$ cat src/hkrb_pkg.sv
// Package for the HID key report builder.
// Holds request codes, key usage constants and the controller command type.
// No dependencies.
package hkrb_pkg;

  // Report geometry.
  localparam int NUM_SLOTS = 6;

  // Request type codes.
  localparam logic [1:0] REQ_PRESS       = 2'd0;
  localparam logic [1:0] REQ_RELEASE     = 2'd1;
  localparam logic [1:0] REQ_RELEASE_ALL = 2'd2;
  localparam logic [1:0] REQ_RELEASE_SFT = 2'd3;

  // Key code constants.
  localparam logic [15:0] SHIFT_FLAG_MASK = 16'd4096;
  localparam logic [15:0] MOD_FIRST       = 16'd224;
  localparam logic [15:0] MOD_LAST        = 16'd231;
  localparam logic [15:0] MEDIA_FIRST     = 16'd8193;
  localparam logic [15:0] MEDIA_LAST      = 16'd8200;
  localparam logic [7:0]  LSHIFT_BIT      = 8'h02;
  localparam logic [7:0]  BOTH_SHIFT_BITS = 8'h22;
  localparam logic [7:0]  LSHIFT_CODE     = 8'd225;
  localparam logic [7:0]  RSHIFT_CODE     = 8'd229;

  // Command from the controller to the datapath.
  typedef struct packed {
    logic load;
  } ctrl_cmd_t;

endpackage

$ cat src/hkrb_ctrl.sv
// Controller for the HID key report builder.
// Runs the request and result handshakes. Depends on hkrb_pkg.
module hkrb_ctrl (
  input  logic              clk,
  input  logic              rst,
  input  logic              in_valid,
  output logic              in_ready,
  output logic              out_valid,
  input  logic              out_ready,
  output hkrb_pkg::ctrl_cmd_t cmd
);

  localparam logic ST_EMPTY = 1'b0;
  localparam logic ST_FULL  = 1'b1;

  logic state;
  logic state_next;

  // A new request is taken when the result register is empty or being drained.
  assign in_ready  = (state == ST_EMPTY) || out_ready;
  assign out_valid = (state == ST_FULL);
  assign cmd.load  = in_valid && in_ready;

  // Next state.
  always_comb begin
    state_next = state;
    case (state)
      ST_EMPTY: begin
        if (cmd.load) state_next = ST_FULL;
      end
      ST_FULL: begin
        if (out_ready && !cmd.load) state_next = ST_EMPTY;
      end
      default: state_next = ST_EMPTY;
    endcase
  end

  // State register.
  always_ff @(posedge clk) begin
    if (rst) begin
      state <= ST_EMPTY;
    end else begin
      state <= state_next;
    end
  end

endmodule

$ cat src/hkrb_datapath.sv
// Datapath for the HID key report builder.
// Holds the modifier byte, key slots and media bitmap. Depends on hkrb_pkg.
module hkrb_datapath (
  input  logic                clk,
  input  logic                rst,
  input  hkrb_pkg::ctrl_cmd_t cmd,
  input  logic [1:0]          req_type,
  input  logic [15:0]         key_code,
  output logic [7:0]          modifier_bits,
  output logic [7:0]          slots [hkrb_pkg::NUM_SLOTS],
  output logic [7:0]          media_bits,
  output logic                status
);

  logic [7:0]  modifier_next;
  logic [7:0]  slots_next [hkrb_pkg::NUM_SLOTS];
  logic [7:0]  media_next;
  logic        status_next;

  logic        is_media;
  logic [7:0]  media_mask;
  logic        has_shift;
  logic [15:0] kk_shift;
  logic        is_mod;
  logic [7:0]  mod_mask;
  logic [15:0] kk;
  logic [7:0]  set_mask;
  logic        present;
  logic        any_free;
  logic [hkrb_pkg::NUM_SLOTS-1:0] first_free;

  // Decode the key code: media key, shift flag and modifier usage.
  always_comb begin
    is_media   = (key_code >= hkrb_pkg::MEDIA_FIRST) && (key_code <= hkrb_pkg::MEDIA_LAST);
    media_mask = 8'd1 << 3'(key_code - hkrb_pkg::MEDIA_FIRST);
    has_shift  = (key_code & hkrb_pkg::SHIFT_FLAG_MASK) != 16'd0;
    kk_shift   = has_shift ? {8'd0, key_code[7:0]} : key_code;
    is_mod     = (kk_shift >= hkrb_pkg::MOD_FIRST) && (kk_shift <= hkrb_pkg::MOD_LAST);
    mod_mask   = 8'd1 << kk_shift[2:0];
    kk         = is_mod ? 16'd0 : kk_shift;
    set_mask   = (has_shift ? hkrb_pkg::LSHIFT_BIT : 8'd0) | (is_mod ? mod_mask : 8'd0);
  end

  // Slot match and priority pick of the first empty slot.
  always_comb begin
    present    = 1'b0;
    any_free   = 1'b0;
    first_free = '0;
    for (int i = 0; i < hkrb_pkg::NUM_SLOTS; i++) begin
      if ({8'd0, slots[i]} == kk) present = 1'b1;
      if (slots[i] == 8'd0 && !any_free) begin
        first_free[i] = 1'b1;
        any_free      = 1'b1;
      end
    end
  end

  // Next report contents for the current request.
  always_comb begin
    modifier_next = modifier_bits;
    media_next    = media_bits;
    status_next   = 1'b0;
    for (int i = 0; i < hkrb_pkg::NUM_SLOTS; i++) slots_next[i] = slots[i];
    case (req_type)
      hkrb_pkg::REQ_PRESS: begin
        if (is_media) begin
          media_next = media_bits | media_mask;
        end else begin
          modifier_next = modifier_bits | set_mask;
          if (!present) begin
            if (any_free) begin
              for (int i = 0; i < hkrb_pkg::NUM_SLOTS; i++)
                if (first_free[i]) slots_next[i] = kk[7:0];
            end else begin
              status_next = 1'b1;
            end
          end
        end
      end
      hkrb_pkg::REQ_RELEASE: begin
        if (is_media) begin
          media_next = media_bits & ~media_mask;
        end else begin
          modifier_next = modifier_bits & ~set_mask;
          if (kk != 16'd0) begin
            for (int i = 0; i < hkrb_pkg::NUM_SLOTS; i++)
              if ({8'd0, slots[i]} == kk) slots_next[i] = 8'd0;
          end
        end
      end
      hkrb_pkg::REQ_RELEASE_ALL: begin
        modifier_next = 8'd0;
        media_next    = 8'd0;
        for (int i = 0; i < hkrb_pkg::NUM_SLOTS; i++) slots_next[i] = 8'd0;
      end
      hkrb_pkg::REQ_RELEASE_SFT: begin
        modifier_next = modifier_bits & ~hkrb_pkg::BOTH_SHIFT_BITS;
        for (int i = 0; i < hkrb_pkg::NUM_SLOTS; i++)
          if (slots[i] == hkrb_pkg::LSHIFT_CODE || slots[i] == hkrb_pkg::RSHIFT_CODE)
            slots_next[i] = 8'd0;
      end
      default: begin
        status_next = 1'b0;
      end
    endcase
  end

  // Report state doubles as the result register.
  always_ff @(posedge clk) begin
    if (rst) begin
      modifier_bits <= 8'd0;
      media_bits    <= 8'd0;
      for (int i = 0; i < hkrb_pkg::NUM_SLOTS; i++) slots[i] <= 8'd0;
    end else if (cmd.load) begin
      modifier_bits <= modifier_next;
      media_bits    <= media_next;
      for (int i = 0; i < hkrb_pkg::NUM_SLOTS; i++) slots[i] <= slots_next[i];
    end
  end

  // Status flag of the latest request.
  always_ff @(posedge clk) begin
    if (cmd.load) status <= status_next;
  end

endmodule

$ cat src/hid_key_report_builder.sv
// HID key report builder: six-key report, modifier byte and media bitmap.
// The result is valid in the cycle after a request is accepted.
// Throughput: one request per cycle while results are taken; the result register
// alone sets this, since all slot compares finish in the accepting cycle.
// Reset clears the modifier byte, all key slots and the media bitmap.
// Depends on hkrb_pkg, hkrb_ctrl and hkrb_datapath.
module hid_key_report_builder (
  input  logic        clk,
  input  logic        rst,
  input  logic        in_valid,
  output logic        in_ready,
  input  logic [1:0]  req_type,
  input  logic [15:0] key_code,
  output logic        out_valid,
  input  logic        out_ready,
  output logic [7:0]  modifier_bits,
  output logic [7:0]  slot0,
  output logic [7:0]  slot1,
  output logic [7:0]  slot2,
  output logic [7:0]  slot3,
  output logic [7:0]  slot4,
  output logic [7:0]  slot5,
  output logic [7:0]  media_bits,
  output logic        status
);

  hkrb_pkg::ctrl_cmd_t cmd;
  logic [7:0] slots [hkrb_pkg::NUM_SLOTS];

  // Handshake controller.
  hkrb_ctrl u_ctrl (
    .clk       (clk),
    .rst       (rst),
    .in_valid  (in_valid),
    .in_ready  (in_ready),
    .out_valid (out_valid),
    .out_ready (out_ready),
    .cmd       (cmd)
  );

  // Report state and update logic.
  hkrb_datapath u_datapath (
    .clk           (clk),
    .rst           (rst),
    .cmd           (cmd),
    .req_type      (req_type),
    .key_code      (key_code),
    .modifier_bits (modifier_bits),
    .slots         (slots),
    .media_bits    (media_bits),
    .status        (status)
  );

  assign slot0 = slots[0];
  assign slot1 = slots[1];
  assign slot2 = slots[2];
  assign slot3 = slots[3];
  assign slot4 = slots[4];
  assign slot5 = slots[5];

endmodule

$ cat config.mk
export PLATFORM = sky130hd
export DESIGN_NAME = hid_key_report_builder
export DESIGN_NICKNAME = d
export VERILOG_FILES = /design/src/hkrb_pkg.sv /design/src/hkrb_ctrl.sv /design/src/hkrb_datapath.sv /design/src/hid_key_report_builder.sv
export SDC_FILE = /design/constraint.sdc
export NUM_CORES = 1
export LEC_CHECK = 0
export ABC_AREA = 1
export BUFFER_PORTS_ARGS = -buffer_cell sky130_fd_sc_hd__buf_4
export CAP_MARGIN = 20
export CORE_ASPECT_RATIO = 1.75
export CORE_MARGIN = 3
export CORE_UTILIZATION = 56
export CTS_CLUSTER_SIZE = 16
export DETAILED_ROUTE_END_ITERATION = 8
export PLACE_DENSITY = 0.89
export SLEW_MARGIN = 20
export SYNTH_ARGS = -nofsm -noshare
export SYNTH_HDL_FRONTEND = slang
export SYNTH_SLANG_ARGS = --single-unit
$ cat constraint.sdc
create_clock -name clk -period 2.5 [get_ports clk]
set_input_delay 0.25 -clock clk [delete_from_list [all_inputs] [get_ports clk]]
set_output_delay 0.25 -clock clk [all_outputs]
set_load 0.005 [all_outputs]
==> results of run 1 <==
==> path summary, 6_finish.rpt <==
| path | to |
|---|---|
| max | u_datapath.slots[26]$_SDFFE_PP0P_ |
| min | u_ctrl.out_valid$_SDFF_PP0_ |
| max reg2reg | u_datapath.slots[26]$_SDFFE_PP0P_ |
| min reg2reg | u_datapath.modifier_bits[3]$_SDFFE_PP0P_ |
==> worst max-delay path, cell delays in order, from the launching register on <==
cell	delay [ns]
dfxtp_1	0.34
inv_1	0.13
nand4_1	0.19
nor2_1	0.27
nor3_2	0.11
nand3_1	0.12
nor3_1	0.08
nor2_2	0.33
buf_4	0.23
nand3_4	0.18
nor2_1	0.16
nor2_1	0.07
==> per-layer routing <==
metal | global-route usage | vias to the layer above | share of wire
li1 | - | 2645 | -
met1 | 0.412 | 2562 | 0.34
met2 | 0.669 | 361 | 0.50
met3 | 0.0727 | 119 | 0.085
met4 | 0.257 | 0 | 0.075
met5 | 0 | - | 0
==> cell type report <==
| cell class | count | area, um2 | share of cell area |
|---|---|---|---|
| inverter | 100 | 375 | 0.0643 |
| tap | 88 | 110 | 0.0189 |
| clock buffer | 14 | 274 | 0.0470 |
| timing repair buffer | 145 | 1110 | 0.191 |
| sequential | 66 | 1330 | 0.228 |
| multi-input combinational | 561 | 2620 | 0.449 |
| clock inverter | 2 | 10.0 | 0.00172 |
==> flip-flops by register name, indices dropped and copies added, names as in the netlist <==
| register | cells |
|---|---|
| u_ctrl.out_valid | 1 |
| u_datapath.media_bits | 8 |
| u_datapath.modifier_bits | 8 |
| u_datapath.slots | 48 |
| u_datapath.status | 1 |
==> layout by cell type, fill, tap and decap left out, drive strengths merged, types with 12 or more instances in the layout <==
master / count
nand3: 47
nand4: 26
clkbuf: 14
o21ai: 28
a21oi: 13
a211oi: 12
inv: 99
buf: 145
dfxtp: 65
nand2: 209
nor2: 171
nor3: 18
==> through the flow <==
stage / utilization / TNS (ns)
3_3_place_gp: 0.722 / -2.20
2_1_floorplan: - / 0
4_1_cts: 0.759 / 0
3_5_place_dp: 0.722 / -5.52
5_1_grt: 0.761 / 0
6_report: 0.761 / 0
==> logic make-up (layout without fill, tap and decap cells) <==
family | count (synthesis) | count (layout) | synth area share
buffers and inverters | 130 | 261 | 0.119
AND/OR/NAND/NOR | 483 | 483 | 0.467
adder cells (fa/ha/maj) | 5 | 5 | 0.0140
XOR/XNOR | 11 | 11 | 0.0216
AO/OA/AOI/OAI | 62 | 62 | 0.0812
flip-flops | 66 | 66 | 0.298
==> power breakdown <==
part           total [uW]  switching [uW]  leakage (uW)  internal, uW
Combinational         926             553       0.00242           373
Sequential           1210            81.2      0.000542          1130
Clock                1220             473      0.000143           750
Total                3360            1110       0.00310          2250
==> flow_summary_export.csv, run 1 <==
group,metric,value,unit
power,power,3360,uW
grt,overflow,0,
critical_path,worst-r2r-cell-count,11,
timing,slew_headroom,0.587,
synth,synth_top_area_frac,0.291,
floorplan,fp-row-count,42,
final_layout,layout.nets,910,
placement,dpl.hpwl,13.4,mm
clock_network,clkTransAtPathRegs,0.06,ns
worst_hold_path,min_path_cells,2,
critical_path,cp.arrival,2.56,ns
synth,async_reset_ff_frac,0,
placement,numPortBuffers,88,
floorplan,dieArea,0.00913,mm2
timing,worst_pin_slew,0.613,ns
drt,wl,17.5,mm
critical_path,setup.worst_path.start,"u_datapath.slots[32]$_SDFFE_PP0P_",
timing,rsz0062_at_grt,"false",
drt,drtIter0Drc,689,
timing,finalSetupViolations,0,
clock_network,clock_path_buffers,2,
synth,syn_inst,757,
critical_path,start_kind,"flip-flop",
drt,viasPerCell,5.83,
timing,finalCritPeriodShare,0.931,
clock_network,clk_latency,0.34,ns
drt,drcViolationCount,0,
synth,synth-edff-count,1,
timing,max_freq,430,MHz
clock_network,cts_resized,0,
floorplan,fp.dieW,73.5,um
synth,yosysMostFrequentCell,"nand2_1",
final_layout,drive_gt1_frac,0.202,
floorplan,coreArea,0.00767,mm2
synth,synth_seq_area_share,0.298,
floorplan,dieHeight,124,um
timing,finalCriticalPeriod,2.33,ns
worst_hold_path,hold_path_class,"primary input to flip-flop",
synth,synth_commonest_cells,"nand2_1, nor2_1, inv_1",
drt,wl_per_cell,18.0,um
drt,antenna_left,0,
critical_path,path_max_fanout,16,
synth,synth_ff_type,"dfxtp_1",
clock_network,cts_tree,"yes",
final_layout,antenna_cells,0,
outcome,run_status,"completed",
grt,grt_max_degree,37,
drt,drt-pass1-iter-count,6,
final_layout,area_growth,30.5,%
synth,netlist_area,0.00447,mm2
final_layout,final_area,0.00584,mm2
grt,grt_pass1_wl,26.2,mm
critical_path,path_class,"flip-flop to flip-flop",
synth,yosysWarnings,0,
synth,synth.top_cells.by_area,"dfxtp_1, nand2_1, nor2_1",
power,p_leak,0.00310,uW
critical_path,crit_path_end_kind,"flip-flop",
clock_network,htreeDepth,3,
grt,first_global_vias,5355,
timing,setup_ws,0.172,ns
final_layout,instances_no_fill,976,
clock_network,cts_buffers,9,
placement,postPlaceCellArea,0.00554,mm2
flow_run,maxCapViolations,0,
floorplan,pin_count,89,
critical_path,reg2reg_slack,0.17,ns
worst_hold_path,min_from,"rst",
clock_network,cts_setup_buffers,0,
floorplan,initial_core_util,0.583,
synth,ys_ff_latch,66,
grt,grt_use_total,0.386,
clock_network,cts_hold_buf,0,
placement,gp_congestion,1.06,
synth,synth_largest_area_cell,"dfxtp_1",
synth,syn_nets,784,
power,ir_drop,0.465,mV
synth,ys_types,40,
placement,place_ws,-0.171,ns
clock_network,cts_root_buffer,"clkbuf_16",
timing,slew_viol_final,0,
critical_path,critPathRequiredTime,2.73,ns
power,cellPowerDensity,576,mW/mm2
drt,vias,5687,
timing,holdWs,0.108,ns
synth,avgSynthCellArea,5.91,um2
final_layout,fillers,594,
timing,hold_viol_final,0,
grt,grt_antenna_before_repair,0,
timing,finClkSkew,0.00716,ns
critical_path,r2r_start,"u_datapath.slots[32]$_SDFFE_PP0P_",
clock_network,cts.sinks,66,
placement,dp.cells,960,
Note: power is estimated with default switching activity, not from simulation.
==> inputs of run 2 (changes only) <==
Settings changed: CORE_UTILIZATION 56 to 58, CTS_BUF_LIST set to sky130_fd_sc_hd__clkbuf_8, PLACE_DENSITY 0.89 to 0.91.
==> flow_summary_export.csv, run 2 (synthesis results as in run 1) <==
group,metric,value,unit
timing,setup_ws,0.186,ns
drt,wl_per_cell,17.1,um
grt,grt_pass1_wl,26.2,mm
clock_network,clk_latency,0.36,ns
power,p_sw_frac,0.361,
critical_path,start_kind,"flip-flop",
final_layout,final_area,0.00565,mm2
timing,hold_viol_final,0,
final_layout,layout.nets,907,
critical_path,worst-r2r-cell-count,11,
drt,drcViolationCount,0,
drt,drtIter0Drc,493,
flow_run,maxCapViolations,0,
timing,slew_headroom,0.583,
final_layout,final_common_cell,"nand2_1",
grt,grt_antenna_before_repair,0,
power,cellPowerDensity,507,mW/mm2
power,power.switching,1030,uW
floorplan,fp.dieW,72.4,um
clock_network,clock_path_buffers,2,
grt,grt_use_total,0.388,
clock_network,cts_hold_buf,0,
worst_hold_path,hold_path_class,"primary input to flip-flop",
placement,dpl.hpwl,12.8,mm
floorplan,dieHeight,122,um
drt,vias,5586,
timing,setup_tns,0,ns
floorplan,dieArea,0.00884,mm2
timing,worst_pin_slew,0.624,ns
final_layout,top_register,"u_datapath.slots",
outcome,run_status,"completed",
timing,slew_viol_final,0,
critical_path,r2r_start,"u_datapath.slots[22]$_SDFFE_PP0P_",
grt,first_global_vias,5396,
final_layout,drive_gt1_frac,0.198,
clock_network,htreeDepth,3,
grt,grt_max_degree,35,
placement,postPlaceCellArea,0.00549,mm2
critical_path,cp.arrival,2.57,ns
timing,finalSetupViolations,0,
critical_path,path_class,"flip-flop to flip-flop",
clock_network,clkTransAtPathRegs,0.07,ns
worst_hold_path,hold_end,"u_ctrl.out_valid$_SDFF_PP0_",
final_layout,fin_util,0.771,
timing,rsz0062_at_grt,"true",
final_layout,antenna_cells,0,
timing,max_freq,432,MHz
critical_path,crit_path_end_kind,"flip-flop",
timing,finalCriticalPeriod,2.31,ns
critical_path,path_max_fanout,16,
drt,wl,16.6,mm
clock_network,cts_buffers,9,
floorplan,coreArea,0.00734,mm2
clock_network,cts.sinks,66,
power,ir_drop,0.462,mV
final_layout,mostFrequentLayoutCells,"nand2_1, nor2_1, buf_4",
clock_network,cts_tree,"yes",
placement,place_ws,-0.180,ns
placement,gp_congestion,1.07,
final_layout,reg.largest.list,"u_datapath.slots: 48 flops, u_datapath.media_bits: 8 flops, u_datapath.modifier_bits: 8 flops",
power,p_int,1830,uW
critical_path,r2r_end,"u_datapath.slots[46]$_SDFFE_PP0P_",
clock_network,cts_root_buffer,"clkbuf_8",
grt,overflow,0,
worst_hold_path,min_from,"rst",
critical_path,critPathRequiredTime,2.75,ns
power,p_leak,0.00302,uW
timing,holdWs,0.0948,ns
final_layout,fillers,599,
floorplan,fp-row-count,41,
drt,antenna_left,0,
critical_path,crit_chain,"inv_1, nand4_1, nor4_2, inv_1, nand3_1, nor3_1, nor2_2, buf_4, nand3_4, nor2_1, nor2_1",
final_layout,area_growth,26.4,%
drt,viasPerCell,5.76,
drt,drt-pass1-iter-count,5,
critical_path,reg2reg_slack,0.19,ns
placement,numPortBuffers,88,
timing,finalCritPeriodShare,0.926,
final_layout,largest_register_ffs,48,
worst_hold_path,min_path_cells,2,
power,p_seq_frac,0.424,
floorplan,initial_core_util,0.609,
floorplan,pin_count,89,
power,p_clk_frac,0.263,
critical_path,slowest_delay,0.35,ns
timing,finClkSkew,0.0113,ns
critical_path,slowest_stage,"dfxtp_1",
power,power_frac_comb,0.313,
## run 2: cell count changes in the layout (fill, tap and decap cells not counted), sizes merged
| cell | before | now |
|---|---|---|
| clkinv | 3 | 5 |
| inv | 99 | 101 |
| buf | 145 | 142 |
| clkbuf | 14 | 9 |
## run 2: power by group through the flow
stage                     registers, uW  clock network [uW]  logic, uW
after floorplan                    1220                   0        513
after global placement             1230                   0        852
after detailed placement           1230                   0        872
after CTS                          1210                 759        878
after global routing               1220                 803        996
final                              1220                 755        897
## run 2: final cells by class
cell class | count | area [um2] | share of cell area
Clock buffer | 9 | 124 | 0.0219
Clock inverter | 6 | 27.5 | 0.00487
Inverter | 100 | 375 | 0.0664
Multi-Input combinational cell | 561 | 2620 | 0.464
Sequential cell | 66 | 1330 | 0.236
Tap cell | 86 | 108 | 0.0190
Timing Repair Buffer | 142 | 1070 | 0.189
## run 2: routing by layer
layer | global-route usage | up-vias | routed length (um) | part of all wire
met5 | 0 | - | 0 | 0
met4 | 0.291 | 0 | 1280 | 0.077
met3 | 0.0735 | 106 | 1350 | 0.081
met2 | 0.656 | 326 | 8170 | 0.49
met1 | 0.417 | 2517 | 5820 | 0.35
li1 | - | 2637 | - | -
## run 2: per-stage QoR
step           std cells  total power [uW]
2_1_floorplan        757              1730
6_report             970              2870
3_3_place_gp         955              2090
3_5_place_dp         955              2110
5_1_grt              970              3020
4_1_cts              970              2850
## run 2: how the worst max path moves through the flow
| stage | cells past startpoint | end | from |
|---|---|---|---|
| 2_1_floorplan | 18 | u_datapath.slots[46]$_SDFFE_PP0P_ | key_code[4] |
| 3_3_place_gp | 17 | u_datapath.slots[6]$_SDFFE_PP0P_ | key_code[3] |
| 3_5_place_dp | 19 | u_datapath.slots[5]$_SDFFE_PP0P_ | key_code[12] |
| 4_1_cts | 12 | u_datapath.slots[43]$_SDFFE_PP0P_ | u_datapath.slots[17]$_SDFFE_PP0P_ |
| 5_1_grt | 19 | u_datapath.slots[11]$_SDFFE_PP0P_ | key_code[3] |
| 6_report | 11 | u_datapath.slots[46]$_SDFFE_PP0P_ | u_datapath.slots[22]$_SDFFE_PP0P_ |
## run 2: timing repair
action | CTS | global route
setup endpoints to repair | 0 | 39
buffers inserted | 0 | 0
resized for setup | 0 | 4
## run 2: worst max-delay path, delay by kind of cell, from the launching register on
kind,cells,cell delay (ns)
buffers and inverters,3,0.47
DFF,1,0.35
and+or+nand+nor,8,1.38
